--- config.mk ---
export PLATFORM = sky130hd
export DESIGN_NAME = psg_register_interface
export DESIGN_NICKNAME = d
export VERILOG_FILES = /design/src/rtl/psgri_pkg.sv /design/src/rtl/psgri_core.sv /design/src/rtl/psg_register_interface.sv
export SDC_FILE = /design/constraint.sdc
export NUM_CORES = 1
export LEC_CHECK = 0
export BUFFER_PORTS_ARGS = -buffer_cell sky130_fd_sc_hd__buf_4
export CAP_MARGIN = 5
export CORE_MARGIN = 2
export CORE_UTILIZATION = 52
export CTS_CLUSTER_SIZE = 10
export DETAILED_ROUTE_END_ITERATION = 10
export GPL_TIMING_DRIVEN = 0
export HOLD_SLACK_MARGIN = 0.05
export PLACE_DENSITY = 0.74
export REMOVE_ABC_BUFFERS = 1
export SLEW_MARGIN = 20
export SYNTH_ARGS = -nofsm -noshare
export SYNTH_HDL_FRONTEND = slang
export SYNTH_SLANG_ARGS = --single-unit
--- constraint.sdc ---
create_clock -name aclk -period 11.15 [get_ports aclk]
set_input_delay 2.23 -clock aclk [delete_from_list [all_inputs] [get_ports aclk]]
set_output_delay 2.23 -clock aclk [all_outputs]
set_load 0.05 [all_outputs]
--- src/rtl/psgri_pkg.sv ---
// shared types, constants and register mask table for the psg register interface
// no dependencies; used by psgri_core and psg_register_interface
package psgri_pkg;

    localparam int NUM_REGS     = 16;
    localparam int NUM_CHIPS_DEF = 2;

    localparam logic [7:0] BYTE_ALL_ONES = 8'hFF;
    localparam logic [7:0] PORT_IN_VALUE = 8'hBF;
    localparam logic [4:0] CHIP_SEL_TAG  = 5'b11111;
    localparam logic [3:0] REG_MIXER     = 4'd7;
    localparam logic [3:0] REG_PORT_A    = 4'd14;
    localparam logic [3:0] REG_PORT_B    = 4'd15;

    typedef enum logic [1:0] {
        ACT_SELECT = 2'd0,
        ACT_WRITE  = 2'd1,
        ACT_READ   = 2'd2
    } action_t;

    typedef struct packed {
        action_t    action;
        logic [7:0] data_byte;
    } item_t;

    typedef struct packed {
        logic [7:0] read_data;
        logic [7:0] attached_mask;
        logic       write_event;
        logic       write_chip;
        logic [3:0] write_reg;
        logic [7:0] write_value;
        logic       serial_strobe;
    } result_t;

    // implemented bits of each register
    function automatic logic [7:0] reg_mask(input logic [3:0] idx);
        logic [7:0] m;
        case (idx)
            4'd0:    m = 8'hFF;
            4'd1:    m = 8'h0F;
            4'd2:    m = 8'hFF;
            4'd3:    m = 8'h0F;
            4'd4:    m = 8'hFF;
            4'd5:    m = 8'h0F;
            4'd6:    m = 8'h1F;
            4'd7:    m = 8'hFF;
            4'd8:    m = 8'h1F;
            4'd9:    m = 8'h1F;
            4'd10:   m = 8'h1F;
            4'd11:   m = 8'hFF;
            4'd12:   m = 8'hFF;
            4'd13:   m = 8'h0F;
            4'd14:   m = 8'hFF;
            4'd15:   m = 8'hFF;
            default: m = 8'hFF;
        endcase
        return m;
    endfunction

endpackage

--- src/rtl/psgri_core.sv ---
// register state of the chip pair and the single-pass access logic
// depends on psgri_pkg
module psgri_core #(
    parameter int NUM_CHIPS = psgri_pkg::NUM_CHIPS_DEF
) (
    input  logic               aclk,
    input  logic               aresetn,
    input  logic               dual_en,
    input  logic               fire,
    input  psgri_pkg::item_t   item,
    output psgri_pkg::result_t result
);

    localparam int Depth = NUM_CHIPS * psgri_pkg::NUM_REGS;
    localparam int AddrW = $clog2(Depth);

    logic [7:0] store_reg [Depth];
    logic [3:0] sel_reg   [NUM_CHIPS];
    // copy of bits 7:6 of register 7 per chip, so only one store read is needed
    logic [1:0] r7_reg    [NUM_CHIPS];
    logic       active_reg;

    logic             eff_chip;
    logic [3:0]       cur;
    logic [AddrW-1:0] addr;
    logic [7:0]       rd_byte;
    logic [7:0]       cur_mask;
    logic             chip_sel;

    assign eff_chip = (NUM_CHIPS > 1) && dual_en && active_reg;
    assign cur      = sel_reg[eff_chip];
    assign addr     = AddrW'({eff_chip, cur});
    assign rd_byte  = store_reg[addr];
    assign cur_mask = psgri_pkg::reg_mask(cur);
    assign chip_sel = dual_en && (item.data_byte[7:3] == psgri_pkg::CHIP_SEL_TAG);

    always_comb begin
        result               = '0;
        result.read_data     = psgri_pkg::BYTE_ALL_ONES;
        case (item.action)
            psgri_pkg::ACT_WRITE: begin
                result.write_event   = 1'b1;
                result.write_chip    = eff_chip;
                result.write_reg     = cur;
                result.write_value   = item.data_byte;
                result.serial_strobe = !eff_chip && (cur == psgri_pkg::REG_PORT_A);
            end
            psgri_pkg::ACT_READ: begin
                result.attached_mask = psgri_pkg::BYTE_ALL_ONES;
                if (cur == psgri_pkg::REG_PORT_A) begin
                    result.read_data = r7_reg[eff_chip][0] ?
                                       (psgri_pkg::PORT_IN_VALUE & rd_byte) :
                                       psgri_pkg::PORT_IN_VALUE;
                end else if (cur == psgri_pkg::REG_PORT_B && !r7_reg[eff_chip][1]) begin
                    result.read_data = psgri_pkg::BYTE_ALL_ONES;
                end else begin
                    result.read_data = rd_byte & cur_mask;
                end
            end
            default: begin
                result.read_data = psgri_pkg::BYTE_ALL_ONES;
            end
        endcase
    end

    always_ff @(posedge aclk) begin
        if (!aresetn) begin
            for (int i = 0; i < Depth; i++) store_reg[i] <= '0;
            for (int c = 0; c < NUM_CHIPS; c++) begin
                sel_reg[c] <= '0;
                r7_reg[c]  <= '0;
            end
            active_reg <= 1'b0;
        end else if (fire) begin
            case (item.action)
                psgri_pkg::ACT_SELECT: begin
                    if (chip_sel) begin
                        active_reg <= item.data_byte[0];
                    end else begin
                        sel_reg[eff_chip] <= item.data_byte[3:0];
                    end
                end
                psgri_pkg::ACT_WRITE: begin
                    store_reg[addr] <= item.data_byte & cur_mask;
                    if (cur == psgri_pkg::REG_MIXER) begin
                        r7_reg[eff_chip] <= item.data_byte[7:6];
                    end
                end
                default: begin
                end
            endcase
        end
    end

endmodule

--- src/rtl/psg_register_interface.sv ---
// psg register interface top level: input register, access core, result register
// depends on psgri_pkg and psgri_core
//
// Bus-side register file of a two-chip sound generator.
// Input channel s_*: one bus access per transfer; s_tuser carries the access
// kind (select, data write, read) and s_tdata the bus byte.
// Result channel m_*: exactly one result transfer per access, in order, with
// the read data, bus drive mask and the write event for the tone generator.
// cfg_wr_en/cfg_wr_data set dual-chip mode; write only while no access is
// in flight.
// An accepted access waits in the input register until the result register can
// advance, then moves into the result register and m_tvalid rises; the result
// transfer follows once the receiver is ready.
// Throughput: one access per cycle while m_tready stays high; the register file
// is read and updated as an access moves from the input to the result register.
// Reset (aresetn low, synchronous) clears all registers, the register selects,
// the active chip and dual-chip mode, and empties both pipeline registers.
// When the receiver stalls, the result register holds and the input register
// still takes one more access; after that s_tready stays low until m_tready.
module psg_register_interface #(
    parameter int NUM_CHIPS = psgri_pkg::NUM_CHIPS_DEF
) (
    input  logic        aclk,
    input  logic        aresetn,
    input  logic        cfg_wr_en,
    input  logic        cfg_wr_data,
    input  logic        s_tvalid,
    output logic        s_tready,
    input  logic [7:0]  s_tdata,   // [7:0] data_byte
    input  logic [1:0]  s_tuser,   // [1:0] action
    output logic        m_tvalid,
    input  logic        m_tready,
    // [7:0] read_data, [15:8] attached_mask, [16] write_event, [17] write_chip,
    // [21:18] write_reg, [29:22] write_value, [30] serial_strobe, [31] zero
    output logic [31:0] m_tdata
);

    logic               dual_reg;
    logic               in_valid_reg;
    psgri_pkg::item_t   in_item_reg;
    logic               out_valid_reg;
    psgri_pkg::result_t out_res_reg;
    psgri_pkg::result_t res;
    logic               adv;
    logic               fire;

    assign adv      = !out_valid_reg || m_tready;
    assign fire     = in_valid_reg && adv;
    assign s_tready = !in_valid_reg || adv;

    always_ff @(posedge aclk) begin
        if (!aresetn) begin
            dual_reg <= 1'b0;
        end else if (cfg_wr_en) begin
            dual_reg <= cfg_wr_data;
        end
    end

    always_ff @(posedge aclk) begin
        if (!aresetn) begin
            in_valid_reg <= 1'b0;
        end else if (s_tready) begin
            in_valid_reg <= s_tvalid;
        end
    end

    always_ff @(posedge aclk) begin
        if (s_tvalid && s_tready) begin
            in_item_reg.action    <= psgri_pkg::action_t'(s_tuser);
            in_item_reg.data_byte <= s_tdata;
        end
    end

    psgri_core #(
        .NUM_CHIPS (NUM_CHIPS)
    ) u_core (
        .aclk    (aclk),
        .aresetn (aresetn),
        .dual_en (dual_reg),
        .fire    (fire),
        .item    (in_item_reg),
        .result  (res)
    );

    always_ff @(posedge aclk) begin
        if (!aresetn) begin
            out_valid_reg <= 1'b0;
        end else if (adv) begin
            out_valid_reg <= in_valid_reg;
        end
    end

    always_ff @(posedge aclk) begin
        if (fire) begin
            out_res_reg <= res;
        end
    end

    assign m_tvalid = out_valid_reg;
    assign m_tdata  = {1'b0,
                       out_res_reg.serial_strobe,
                       out_res_reg.write_value,
                       out_res_reg.write_reg,
                       out_res_reg.write_chip,
                       out_res_reg.write_event,
                       out_res_reg.attached_mask,
                       out_res_reg.read_data};

    // a data write that moves to the result stage always reports its event
    assert property (@(posedge aclk) disable iff (!aresetn)
        (fire && in_item_reg.action == psgri_pkg::ACT_WRITE) |=> out_res_reg.write_event)
        else $error("data write lost its write event");

    // serial strobe only for chip 0 register 14 writes
    assert property (@(posedge aclk) disable iff (!aresetn)
        (out_valid_reg && out_res_reg.serial_strobe) |->
        (out_res_reg.write_event && !out_res_reg.write_chip &&
         out_res_reg.write_reg == psgri_pkg::REG_PORT_A))
        else $error("serial strobe without chip 0 register 14 write");

    // reads drive the bus and never report a write
    assert property (@(posedge aclk) disable iff (!aresetn)
        (out_valid_reg && out_res_reg.attached_mask != 8'h00) |->
        (!out_res_reg.write_event && out_res_reg.attached_mask == psgri_pkg::BYTE_ALL_ONES))
        else $error("read result carries a write event");

    // a held input item stays put until it moves on
    assert property (@(posedge aclk) disable iff (!aresetn)
        (in_valid_reg && !adv) |=> (in_valid_reg && $stable(in_item_reg)))
        else $error("input stage dropped or changed a held access");

endmodule
==> results of run 1 <==
==> worst max-delay path by stage <==
| stage | depth (start not counted) | to | startpoint |
|---|---|---|---|
| 2_1_floorplan | 6 | u_core.store_reg[14][0]$_SDFFCE_PN0P_ | m_tready |
| 3_3_place_gp | 7 | u_core.store_reg[20][1]$_SDFFCE_PN0P_ | m_tready |
| 3_5_place_dp | 4 | s_tready | m_tready |
| 4_1_cts | 4 | s_tready | m_tready |
| 5_1_grt | 4 | s_tready | m_tready |
| 6_report | 4 | s_tready | m_tready |
==> final cells by class <==
class / count / area, um2 / area share, %
Clock buffer: 45 / 955.9 / 6.209
Inverter: 3 / 11.26 / 0.07315
Multi-Input combinational cell: 677 / 4168 / 27.07
Tap cell: 330 / 412.9 / 2.682
Sequential cell: 306 / 9149 / 59.43
Timing Repair Buffer: 71 / 693.2 / 4.503
Clock inverter: 1 / 5.005 / 0.03251
==> stage by stage <==
stage	area (um2)	utilization [%]	hold slack (ps)	worst slack, ps	cells
finish	15390	60.78	567.3	5886	1433
global route	15390	60.78	597.8	5834	1433
CTS	15380	60.73	568.5	5896	1432
detailed placement	14420	56.93	531.6	5962	1386
global placement	14060	55.50	502.0	443.8	1364
floorplan	13280	-	476.8	4724	986
==> per-layer routing <==
layer / wire length (um) / GRT usage (%)
met1: 13370 / 35.74
met2: 16900 / 43.18
met3: 3674 / 4.770
met4: 1342 / 10.71
met5: 0 / 0
==> cells by family (layout without fill, tap and decap cells) <==
| kind of cell | after synthesis | in the layout | synth area share (%) |
|---|---|---|---|
| simple gates | 468 | 468 | 17.38 |
| flops | 306 | 306 | 67.72 |
| compound gates | 108 | 108 | 5.890 |
| buf+inv | 94 | 120 | 3.315 |
| mux | 44 | 44 | 5.668 |
| other cells | 1 | 57 | 0.02776 |
==> critical path, stage by stage <==
cell and delay (ps):
buf_4 110, nor2b_1 340, nand2_1 140, buf_4 210
==> layout by cell type (no fill, tap or decap), types with 5 or more instances in the layout <==
cell,n
a211oi_1,5
conb_1,57
clkbuf_16,37
nand4_1,10
nand2_1,132
mux2_2,8
clkbuf_1,8
buf_4,56
mux4_2,25
or3_1,5
o21ai_0,8
buf_8,8
a21oi_1,17
mux2i_1,9
nor4_1,5
o2111ai_1,5
edfxtp_1,302
and2_1,14
o221ai_1,7
nor3_1,8
o22ai_1,18
nand3_1,10
and3_1,148
a22oi_1,8
a31oi_1,8
nor2b_1,6
nor2_1,102
==> power by group <==
group / internal [mW] / switching (mW) / leakage [nW]
Combinational: 0.0473 / 0.113 / 2.47
Sequential: 1.31 / 0.0232 / 3.08
Clock: 0.593 / 0.417 / 0.469
==> results by group, run 1 <==
Routing
  • Drt drc: 0
  • Routed Antenna Nets: 0
  • DR pass1 iterations: 5
  • Wirelength per Cell: between 20 and 25 um
  • Post-Route WL: between 30000 and 40000 um
  • DRT iter0 DRCs: 1330
  • Vias per cell: approximately 6.3
  • Total vias in the final route: 9048

Timing
  • Relative slew slack: between 20 and 25%
  • Final period util: 47.21%
  • RSZ-0062 raised after global routing: false
  • Worst-margin pin slew: 1130 ps
  • Final max-slew violation count: 0
  • Fmax: ~190 MHz
  • Setup TNS: 0 ps
  • Final min period: between 5000 and 6000 ps
  • Final number of hold-violating endpoints: 0
  • Setup violations, final: 0
  • Final Skew: 11.44 ps

Worst setup path
  • Critical setup path kind: input pin to output pin
  • R2R Setup Slk: approximately 7200 ps
  • Worst setup EP type: output pin
  • R2r startpoint: dual_reg$_SDFFE_PN0P_
  • Worst r2r path cells: 7
  • Critical path arrival: roughly 3000 ps
  • R2r endpoint: u_core.store_reg[7][6]$_SDFFCE_PN0P_
  • CP max FO: 4
  • WP data required: between 8000 and 9000 ps
  • CP Launch Type: input pin

Logic synthesis
  • Synth Instances: 1021
  • Post-synth EDFFs: 302
  • Top post-synthesis cells by area: edfxtp_1, and3_1, mux4_2
  • Share of the synthesized area in the top cell type: around two thirds
  • Async SR Flop Fraction: 0%
  • Number of synthesized register bits: between 300 and 400
  • Syn. warnings: 0
  • Main flop type after synthesis: edfxtp_1
  • Count leader, synth: edfxtp_1
  • Mean Syn Cell Area: 13.23 um2
  • Synth cell types: between 60 and 70
  • Area of the mapped netlist: roughly 14000 um2
  • Seq/Total Area, Yosys: a little under 70%
  • Yosys top cell by area: edfxtp_1
  • Synth top cells by count: edfxtp_1, and3_1, nand2_1, nor2_1, clkbuf_1

Clock tree
  • Number of setup buffers added after CTS: 0
  • Num CTS Buffers: 36
  • Hold-fix buffers, CTS: 0
  • Root buf cell: clkbuf_16
  • CTS sink cnt: around 300
  • Insertion delay to the later sink of the worst-skew pair: approximately 500 ps
  • Clock transition at path regs: approximately 50 ps
  • Clk buf depth: 3
  • TritonCTS clock tree: built
  • CTS resizes: 0
  • CTS H-tree depth: 2

GRT
  • Initial antenna violation count: 0
  • GRT Total Usage: between 20% and 30%
  • Largest net degree at the start of global routing: 90
  • Total grt overflow: 0
  • Vias in the first global route: 8740
  • First-pass GRT wire length: 52950 um

Die
  • # IOs: 50
  • Die X: about 170 um
  • Core ar.: ~25000 um2
  • Height of the die: ~170 um
  • Std cell rows: 58
  • Initial Utilization: a little over half
  • Die ar.: roughly 27000 um2

Power
  • Pwr Total: approximately 2.5 mW
  • Pwr dens: 162.9 nW/um2
  • Lkg Pwr: around 6 nW
  • Worst VDD drop: approximately 0.14 mV

Layout
  • Share of cells above drive strength 1: 15.05%
  • Fillers: about 1800
  • Largest register FFs: 256
  • # diodes: 0
  • Layout Nets: 1111
  • Layout area overhead: 13.95%

Min path
  • Hold/Removal Path Class: flip-flop to flip-flop
  • Min-Delay Endpoint: m_tvalid$_SDFFE_PN0P_
  • Hold Startpoint: in_valid_reg$_SDFFE_PN0N_
  • Hold Path Depth: 1

Run status
  • Status: finished, final reports clean

Place
  • HPWL after detailed placement: ~23000 um
  • RePlAce Congestion: just over 0.9
  • Port-buffer cells: 48

Flow run
  • Max-cap violations: 0
Power figures use the tool's default switching activity.
==> run 2, diff against run 1 <==
PLACE_DENSITY = 0.76   (was 0.74)
clock period = 4.6 ns   (was 11.15 ns; I/O delays follow)
==> run 2 against run 1 <==
  * Final cell count hardly changed
  * Via count is 1.3% higher
  * Sequential power is 140% higher
  * Combinational power grew 140%
  * Count of clock-buffer cells in the layout unchanged
  * Total power up 140%
  * Critical path type is now flip-flop to flip-flop
==> results by group, run 2 (synthesis results as in run 1) <==
Routing
  • Top layer in use: met4
  • Met2 WL: 16800 um (-0.55%)
  • Drt drc: 0 (unchanged)
  • Routed wl met3: 3997 um (+8.8%)
  • Vias per cell: 6.391 (+1.2%)
  • Total vias in the final route: 9164 (+1.3%)
  • DR pass1 iterations: 6 (+1)
  • DRT iter0 DRCs: 1407 (+5.8%)
  • Wirelength per Cell: 24.74 um (+0.46%)
  • Post-Route WL: 35480 um (+0.53%)
  • M1 WL: 12970 um (-3.0%)
  • Routed Antenna Nets: 0 (unchanged)

Layout
  • Layout area overhead: 14.05% (about the same)
  • Share of cells above drive strength 1: 15.13% (+0.077 points)
  • Storage element area: 9149 um2 (unchanged)
  • Leading cell type in the layout, fill and taps excluded: edfxtp_1
  • Largest register FFs: 256 (unchanged)
  • Finished Cell Area: 15410 um2 (about the same)
  • # diodes: 0 (unchanged)
  • Fillers: 1861 (+1.5%)
  • Most frequent cells in the layout: edfxtp_1, and3_1, nand2_1, nor2_1
  • Multi-input logic area: 4174 um2 (+0.15%)
  • Layout Nets: 1110 (-0.090%)

Timing
  • Fmax: around 250 MHz
  • Worst setup margin: 569.7 ps (-5317 ps)
  • Final max-slew violation count: 0 (unchanged)
  • Final min period: roughly 4000 ps
  • Setup violations, final: 0 (unchanged)
  • Final Skew: 17.26 ps (+5.821 ps)
  • Relative slew slack: 25.23% (+0.54 points)
  • Final number of hold-violating endpoints: 0 (unchanged)
  • RSZ-0062 raised after global routing: false
  • Worst-margin pin slew: 1120 ps (-9.255 ps)
  • Final period util: between 80% and 90%

Worst setup path
  • Critical setup path kind: flip-flop to flip-flop
  • Crit-path slowest cell: nor3_2
  • CP bufs+invs: 2 (unchanged)
  • Worst stage delay on the critical path: 830 ps (+490 ps)
  • Cell chain of the critical path: a21bo_2, nand2_8, nor3_2, buf_4, buf_4, nand2_1, nand2_1
  • Worst setup EP type: flip-flop
  • CP max FO: 89 (+85)
  • WP data required: 4750 ps (-4170 ps)
  • Critical path arrival: 4180 ps (+1150 ps)
  • CP Launch Type: flip-flop
  • CP top delay family: simple AND/OR/NAND/NOR gates

Clock tree
  • Hold-fix buffers, CTS: 0 (unchanged)
  • Root buf cell: clkbuf_16
  • CTS sink cnt: 306 (unchanged)
  • CTS H-tree depth: 2 (unchanged)
  • Insertion delay to the later sink of the worst-skew pair: 520 ps (+20 ps)
  • CTS resizes: 0 (unchanged)
  • Clk buf depth: 3 (unchanged)
  • Num CTS Buffers: 36 (unchanged)
  • Number of setup buffers added after CTS: 0 (unchanged)
  • TritonCTS clock tree: built
  • Clock transition at path regs: 60 ps (about the same)

GRT
  • Largest net degree at the start of global routing: 90 (unchanged)
  • GRT Total Usage: 26.52% (-0.047 points)
  • Total grt overflow: 0 (unchanged)
  • First-pass GRT wire length: 52830 um (-0.23%)
  • Vias in the first global route: 8828 (+1.0%)
  • Initial antenna violation count: 0 (unchanged)

Die
  • Die X: 165.2 um (unchanged)
  • Core ar.: 25330 um2 (unchanged)
  • Std cell rows: 58 (unchanged)
  • # IOs: 50 (unchanged)
  • Die ar.: 27290 um2 (unchanged)
  • Height of the die: 165.2 um (unchanged)
  • Initial Utilization: 53.34% (unchanged)

Flow run
  • Max-cap violations: 0 (unchanged)

Power
  • Pwr dens: 396.5 nW/um2 (+140%)
  • Lkg Pwr: 6.023 nW (about the same)
  • Pwr Total: 6.110 mW (+140%)
  • Worst VDD drop: 0.2712 mV (+91%)

Place
  • Port-buffer cells: 48 (unchanged)
  • Post-Place Worst Slack: 567.2 ps (-5395 ps)
  • RePlAce Congestion: 0.9076 (-1.3%)
  • HPWL after detailed placement: 23360 um (+0.69%)
  • Placed cell area: 14400 um2 (-0.16%)

Run status
  • Status: finished, final reports clean

Min path
  • Hold/Removal Path Class: flip-flop to flip-flop
[run 2: layout make-up]
class	count	share of cell area, %
repair buffers	70	4.442
well taps	330	2.680
flip-flops and latches	306	59.37
inverters	3	0.07308
clock buffers	45	6.204
multi-input cells	677	27.09
clock inverters	3	0.1380
[run 2: path summary, 6_finish.rpt]
check	slack (ps)	endpoint	depth (start not counted)	from
setup / recovery	570	u_core.store_reg[8][6]$_SDFFCE_PN0P_	7	dual_reg$_SDFFE_PN0P_
hold / removal	550	m_tvalid$_SDFFE_PN0P_	1	in_valid_reg$_SDFFE_PN0N_
setup reg to reg	570	u_core.store_reg[8][6]$_SDFFCE_PN0P_	7	dual_reg$_SDFFE_PN0P_
hold reg to reg	550	m_tvalid$_SDFFE_PN0P_	1	in_valid_reg$_SDFFE_PN0N_
[run 2: report_power, final]
| part | switching (mW) | internal (mW) | total [mW] |
|---|---|---|---|
| Clock | 1.03 | 1.44 | 2.48 |
| Combinational | 0.275 | 0.115 | 0.390 |
| Sequential | 0.0577 | 3.18 | 3.24 |
[run 2: worst register-to-register path: cells and delay by family (launching register included)]
| kind | cells | cell delay (ps) |
|---|---|---|
| and+or+nand+nor | 4 | 1820 |
| DFF | 1 | 820 |
| buffers and inverters | 2 | 560 |
| AOI/OAI and AO/OA | 1 | 460 |
[run 2: stage by stage]
| stage | cells | util, % | TNS (ps) | hold WS (ps) |
|---|---|---|---|---|
| 3_3_place_gp | 1364 | 55.50 | -1490730 | 492.7 |
| 5_1_grt | 1434 | 60.84 | 0 | 571.8 |
| 3_5_place_dp | 1384 | 56.84 | 0 | 524.5 |
| 4_1_cts | 1432 | 60.70 | 0 | 542.4 |
| 2_1_floorplan | 986 | - | -81120 | 476.8 |
| 6_report | 1434 | 60.84 | 0 | 545.9 |
[run 2: routing by layer]
layer,up-vias,GRT usage [%]
met5,-,0
met2,642,42.78
met1,4462,34.83
li1,3937,-
met4,0,11.86
met3,123,5.694
